## src/rtl/ntc_temperature_rgb_dimmer_macros.svh

```systemverilog
// Assertion macros for the dimmer RTL
`ifndef NTC_TEMPERATURE_RGB_DIMMER_MACROS_SVH
`define NTC_TEMPERATURE_RGB_DIMMER_MACROS_SVH

// same-cycle implication, checked on clk, held off in reset
`define NTCD_ASSERT_IMP(label, ante, cons, msg) \
  label: assert property (@(posedge clk) disable iff (rst) (ante) |-> (cons)) else $error(msg);

// next-cycle implication
`define NTCD_ASSERT_NXT(label, ante, cons, msg) \
  label: assert property (@(posedge clk) disable iff (rst) (ante) |=> (cons)) else $error(msg);

`endif

```

## src/rtl/ntcd_pkg.sv

```systemverilog
// Types and constants of the NTC temperature RGB dimmer
package ntcd_pkg;

  localparam int MV_W    = 12;
  localparam int TEMP_W  = 18;
  localparam int DUTY_W  = 12;
  localparam int CFG_I_W = 2;

  typedef enum logic [CFG_I_W-1:0] {
    CFG_RED   = 2'd0,
    CFG_GREEN = 2'd1,
    CFG_BLUE  = 2'd2
  } cfg_idx_t;

  localparam logic signed [TEMP_W-1:0] RED_THR_RST   = 18'sd2800;
  localparam logic signed [TEMP_W-1:0] GREEN_THR_RST = 18'sd2000;
  localparam logic signed [TEMP_W-1:0] BLUE_THR_RST  = 18'sd0;

  // log2 unit: Q28 result, Q30 mantissa
  localparam int LG_A_W   = 19;
  localparam int LG_E_W   = 5;
  localparam int LG_M_W   = 31;
  localparam int LG_FRAC  = 28;
  localparam int LG_R_W   = 33;

  // divider
  localparam int DIV_D_W  = 48;
  localparam int DIV_N_W  = 64;
  localparam int DIV_Q_W  = 18;

  localparam logic [29:0]          LN2_Q30   = 30'd744261118;
  localparam logic [DIV_N_W-1:0]   KNUM      = 64'd11776925000;
  localparam logic [DIV_D_W-1:0]   D_BASE    = 48'd106032005120000;
  localparam logic [14:0]          T0_CENTI  = 15'd29815;
  localparam logic [18:0]          KELVIN_OFS = 19'd27315;
  localparam logic signed [18:0]   TEMP_MIN  = -19'sd10000;
  localparam logic signed [18:0]   TEMP_MAX  = 19'sd80000;

  // duty = floor(pot*273/220), 220 divide by reciprocal
  localparam logic [8:0]           DUTY_MUL  = 9'd273;
  localparam logic [20:0]          DUTY_RCP  = 21'd1220162;
  localparam logic [MV_W-1:0]      POT_FULL  = 12'd3300;
  localparam logic [DUTY_W-1:0]    DUTY_MAX  = 12'd4095;

  localparam logic [MV_W-1:0]      MV_FULL   = 12'd3300;

endpackage

```

## src/rtl/ntcd_div.sv

```systemverilog
// Pipelined restoring divide: q = (KNUM*2^29 + d) / (2d), one bit per stage
module ntcd_div (
  input  logic                          clk,
  input  logic                          en,
  input  logic [ntcd_pkg::DIV_D_W-1:0]  d,
  output logic [ntcd_pkg::DIV_Q_W-1:0]  q
);

  localparam int QW = ntcd_pkg::DIV_Q_W;
  localparam int NW = ntcd_pkg::DIV_N_W;
  localparam int VW = ntcd_pkg::DIV_D_W + 1;
  localparam int CW = VW + QW;

  logic [NW-1:0] rem_q [0:QW];
  logic [VW-1:0] dv_q  [0:QW];
  logic [QW-1:0] qa_q  [0:QW];

  always_ff @(posedge clk) begin
    if (en) begin
      rem_q[0] <= (ntcd_pkg::KNUM << 29) + NW'(d);
      dv_q[0]  <= {d, 1'b0};
      qa_q[0]  <= '0;
    end
  end

  for (genvar k = 0; k < QW; k++) begin : g_bit
    logic [CW-1:0] sh;
    logic          ge;
    assign sh = CW'(dv_q[k]) << (QW-1-k);
    assign ge = CW'(rem_q[k]) >= sh;

    always_ff @(posedge clk) begin
      if (en) begin
        rem_q[k+1] <= ge ? NW'(CW'(rem_q[k]) - sh) : rem_q[k];
        dv_q[k+1]  <= dv_q[k];
        qa_q[k+1]  <= qa_q[k] | (ge ? (QW'(1) << (QW-1-k)) : '0);
      end
    end
  end

  assign q = qa_q[QW];

endmodule
```

## config.mk

```make
export PLATFORM = sky130hd
export DESIGN_NAME = ntcd_div
export DESIGN_NICKNAME = d
export VERILOG_FILES = /design/src/rtl/ntc_temperature_rgb_dimmer_macros.svh /design/src/rtl/ntcd_pkg.sv /design/src/rtl/ntcd_div.sv
export SDC_FILE = /design/constraint.sdc
export NUM_CORES = 2
export LEC_CHECK = 0
export BUFFER_PORTS_ARGS = -buffer_cell sky130_fd_sc_hd__buf_2
export CORE_AREA = 4 4 551 553
export CTS_CLUSTER_DIAMETER = 60
export DETAILED_ROUTE_END_ITERATION = 6
export DIE_AREA = 0 0 555 557
export GPL_TIMING_DRIVEN = 0
export SLEW_MARGIN = 20
export SYNTH_ARGS = -nofsm -noshare
export SYNTH_HDL_FRONTEND = slang
export SYNTH_SLANG_ARGS = --single-unit
```

## constraint.sdc

```tcl
create_clock -name clk -period 7 [get_ports clk]
set_clock_uncertainty 0.05 [all_clocks]
set_input_delay 1.4 -clock clk [delete_from_list [all_inputs] [get_ports clk]]
set_output_delay 1.4 -clock clk [all_outputs]
set_load 0.01 [all_outputs]
```

==> summary.md <==
| Metric | Value |
|---|---|
| Die height | `approximately 560 um` |
| Layout Nets | `12799` |
| Final slew viol count | `0` |
| Pin count of the biggest net entering global routing | `153` |
| Site Rows | `201` |
| Critical path endpoint category | `flip-flop` |
| Async SR Flop Fraction | `0%` |
| Later-pin clock latency in the skew report | `slightly below 0.9 ns` |
| Synth cell count leaders | `edfxtp_1 (1970), nand2_1 (1090), inv_1 (1070)` |
| Clock root cell | `clkbuf_16` |
| DRT Pass-1 Iters | `7` |
| Slew headroom | `~20%` |
| GR Overflow Total | `0` |
| Final Hold Fails | `0` |
| Core area | `between 200000 and 300000 um^2` |
| TritonCTS clock tree | `built` |
| Final period util | `between 80% and 90%` |
| Synth top area share | `49.7%` |
| Crit-path slowest cell | `clkbuf_1` |
| Status | `finished with violations` |
| Clock Tree Buf Depth | `4` |
| 1st-iter DRT viols | `roughly 4800` |
| Width of the die | `roughly 560 um` |
| Worst r2r dst | `rem_q[9][52]` |
| Critical Path Most Common Cell | `a21oi_1` |
| Clk pwr share | `23.3%` |
| Vias in the first global route | `92316` |
| Finished Cell Area | `roughly 130000 um^2` |
| Post-CTS setup buffer count | `0` |
| Prevailing post-synth register cell | `edfxtp_1` |
| First-pass GRT wire length | `540000 um` |
| Switch Pwr | `about 22000 uW` |
| DP HPWL | `290000 um` |
| Part of the power in registers | `between 30% and 40%` |
| R2r setup slk | `0.83 ns` |
| CP startpoint | `rem_q[8][10]` |
| WP data arrival | `roughly 7 ns` |
| Power Dens Cells | `424 nW/um^2` |
| CP required | `7.64 ns` |
| Slew @ Worst Pin | `1.19 ns` |
| Io pins | `68` |
| Tightest Hold Check Type | `reg2reg` |
| Internal power | `34700 uW` |
| Via count | `about 87000` |
| Final setup vio count | `0` |
| PortBufs | `between 60 and 70` |
| Fillers | `between 20000 and 30000` |
| Layout area overhead | `12.2%` |
| # hold bufs at CTS | `0` |
| Cts bufs inserted | `264` |
| Crit-path cells | `inv_1 -> ha_1 -> inv_1 -> fa_1 -> a21oi_1 -> o211ai_1 -> a211o_1 -> a21oi_1 -> o21bai_1 -> nand3_1 -> a21oi_1 -> o311ai_0 -> and4_1 -> clkbuf_2 -> clkbuf_1 -> nand2_1 -> o21ai_0` |
| Resized cells post-CTS | `0` |
| Seq/Total Area, Yosys | `49.7%` |
| Logic pwr share | `between 40% and 50%` |
| Max-cap viol count | `0` |
| Avg Inst Size Synth | `10.3 um^2` |
| Syn_nets | `12439` |
| Register bit count reported by yosys | `1970` |
| Multi-input gate area | `~55000 um^2` |
| Fin util | `between 40 and 50%` |
| Achievable Freq | `162 MHz` |
| Crit path max-delay family | `compound AO/OA/AOI/OAI gates` |
| Post-Syn Area | `119000 um^2` |
| Total Routing Usage GR | `22.7%` |
| R2R Path Start | `rem_q[8][10]` |
| RSZ-0062 raised after global routing | `no` |
| Clock sinks | `between 1500 and 2000` |
| WL final | `359000 um` |
| DP Area | `approximately 130000 um^2` |
| Number of synthesized flops with an enable pin | `1970` |
| Routability cong. | `0.962` |
| Biggest cell delay along the critical path | `0.84 ns` |
| Hold wc startpoint | `qa_q[11][14]` |
| Residual DRC | `1` |
| Leakage power | `between 0.05 and 0.06 uW` |
| Final min period | `6.17 ns` |
| Routed vias/inst | `roughly 5.4` |
| Count leader, synth | `edfxtp_1` |
| CP Class | `reg2reg` |
| Sw frac | `38.8%` |
| Die ar. | `309000 um^2` |
| Startpoint types | `flip-flop` |
| Storage cell area | `a little under 60000 um^2` |
| Setup TNS | `0 ns` |
| Worst Path Buf+Inv | `4` |
| Layout cells sized above 1 | `6.87%` |
| Max VDD drop | `0.204 mV` |
| Failing checks | `DRC` |
| Tot Pwr | `between 50000 and 60000 uW` |
| Htree depth | `5` |
| Area leader, netlist | `edfxtp_1` |
| Critical Path Fanout Max | `10` |
| Initial antenna violation count | `3` |
| Initial Util | `39.9%` |
| Worst-path clk slew | `roughly 0.06 ns` |
| Wire per inst | `22.3 um` |
| Crit path to | `rem_q[9][52]` |
| Synth Instances | `11526` |
| Synth cell types | `102` |
| Synth Warn # | `0` |
| FF-to-FF path depth | `17` |
| Synth area leaders | `edfxtp_1 (50%), ha_1 (8.9%), a21oi_1 (4.5%), o21ai_0 (3.8%), xnor2_1 (3.5%)` |
| Crit. path cell count | `17` |
| Antenna violation net count after detailed routing | `0` |
-- power by group through the flow --
stage / combinational (uW) / sequential [uW] / clock, uW
2_1_floorplan: 17900 / 18300 / 0
3_3_place_gp: 24300 / 19700 / 0
3_5_place_dp: 24500 / 19000 / 0
4_1_cts: 24600 / 18800 / 13600
5_1_grt: 27300 / 19100 / 14100
6_report: 24600 / 18800 / 13200
-- state kept, by name, indices dropped and copies added, names as in the netlist --
name   flops
dv_q     662
qa_q     171
rem_q   1137
-- worst register-to-register path: cells and delay by family (launching register included) --
kind                       cells  cell delay [ns]
AOI/OAI and AO/OA              8             2.27
buffers and inverters          4             1.65
and+or+nand+nor                3             0.94
adders and majority gates      2             0.60
DFF                            1             0.47
-- layer usage --
layer	GRT usage, %	routed length, um	vias up
li1	-	-	42867
met3	2.09	8790	1025
met5	0	0	-
met4	17.6	32400	0
met1	19.2	113000	40960
met2	47.4	205000	1927
-- how the worst min path moves through the flow --
stage	to	slack [ns]	cells after the start
2_1_floorplan	qa_q[10][10]	0.35	0
3_5_place_dp	qa_q[10][13]	0.35	0
5_1_grt	qa_q[12][14]	0.36	0
6_report	qa_q[12][14]	0.36	0
3_3_place_gp	qa_q[13][17]	0.35	0
4_1_cts	qa_q[12][14]	0.36	0
-- kinds of logic after synthesis --
| kind of cell | share of synthesized area, % |
|---|---|
| adder cells (fa/ha/maj) | 9.17 |
| AO/OA/AOI/OAI | 17.4 |
| buffers and inverters | 4.68 |
| multiplexers | 1.56 |
| XOR/XNOR | 6.24 |
| flip-flops | 49.7 |
| AND/OR/NAND/NOR | 11.3 |
-- final cells by class --
cell class                 count  share of cell area [%]
tap                         3958                    3.71
timing repair buffer          94                   0.659
clock inverter               162                    1.21
clock buffer                 306                    5.16
inverter                    1071                    3.01
multi-input combinational   8085                    40.8
buffer                       400                    1.19
antenna                        9                  0.0169
sequential                  1970                    44.3
-- cell usage in the layout (no fill, tap or decap), types with 75 or more instances in the layout --
cell type	n
edfxtp_1	1970
nand2_1	1090
inv_1	1070
a21oi_1	1063
o21ai_0	909
ha_1	846
nor2_1	612
a21o_1	509
xnor2_1	476
xor2_1	373
clkbuf_1	346
clkbuf_16	270
nand4_1	227
mux2_2	155
nor3_1	151
nand3_1	148
o21bai_1	139
nor2b_1	115
buf_2	114
o21a_1	111
nand2b_1	110
a31oi_1	94
nor4_1	75
-- metrics by stage --
step,instances,setup WS (ns),hold WS [ns]
2_1_floorplan,11526,3.03,0.350
6_report,16055,0.827,0.360
4_1_cts,16046,0.630,0.359
5_1_grt,16054,0.424,0.361
3_3_place_gp,15551,-26.92,0.350
3_5_place_dp,15578,0.641,0.355
(Power assumes the default switching activity.)
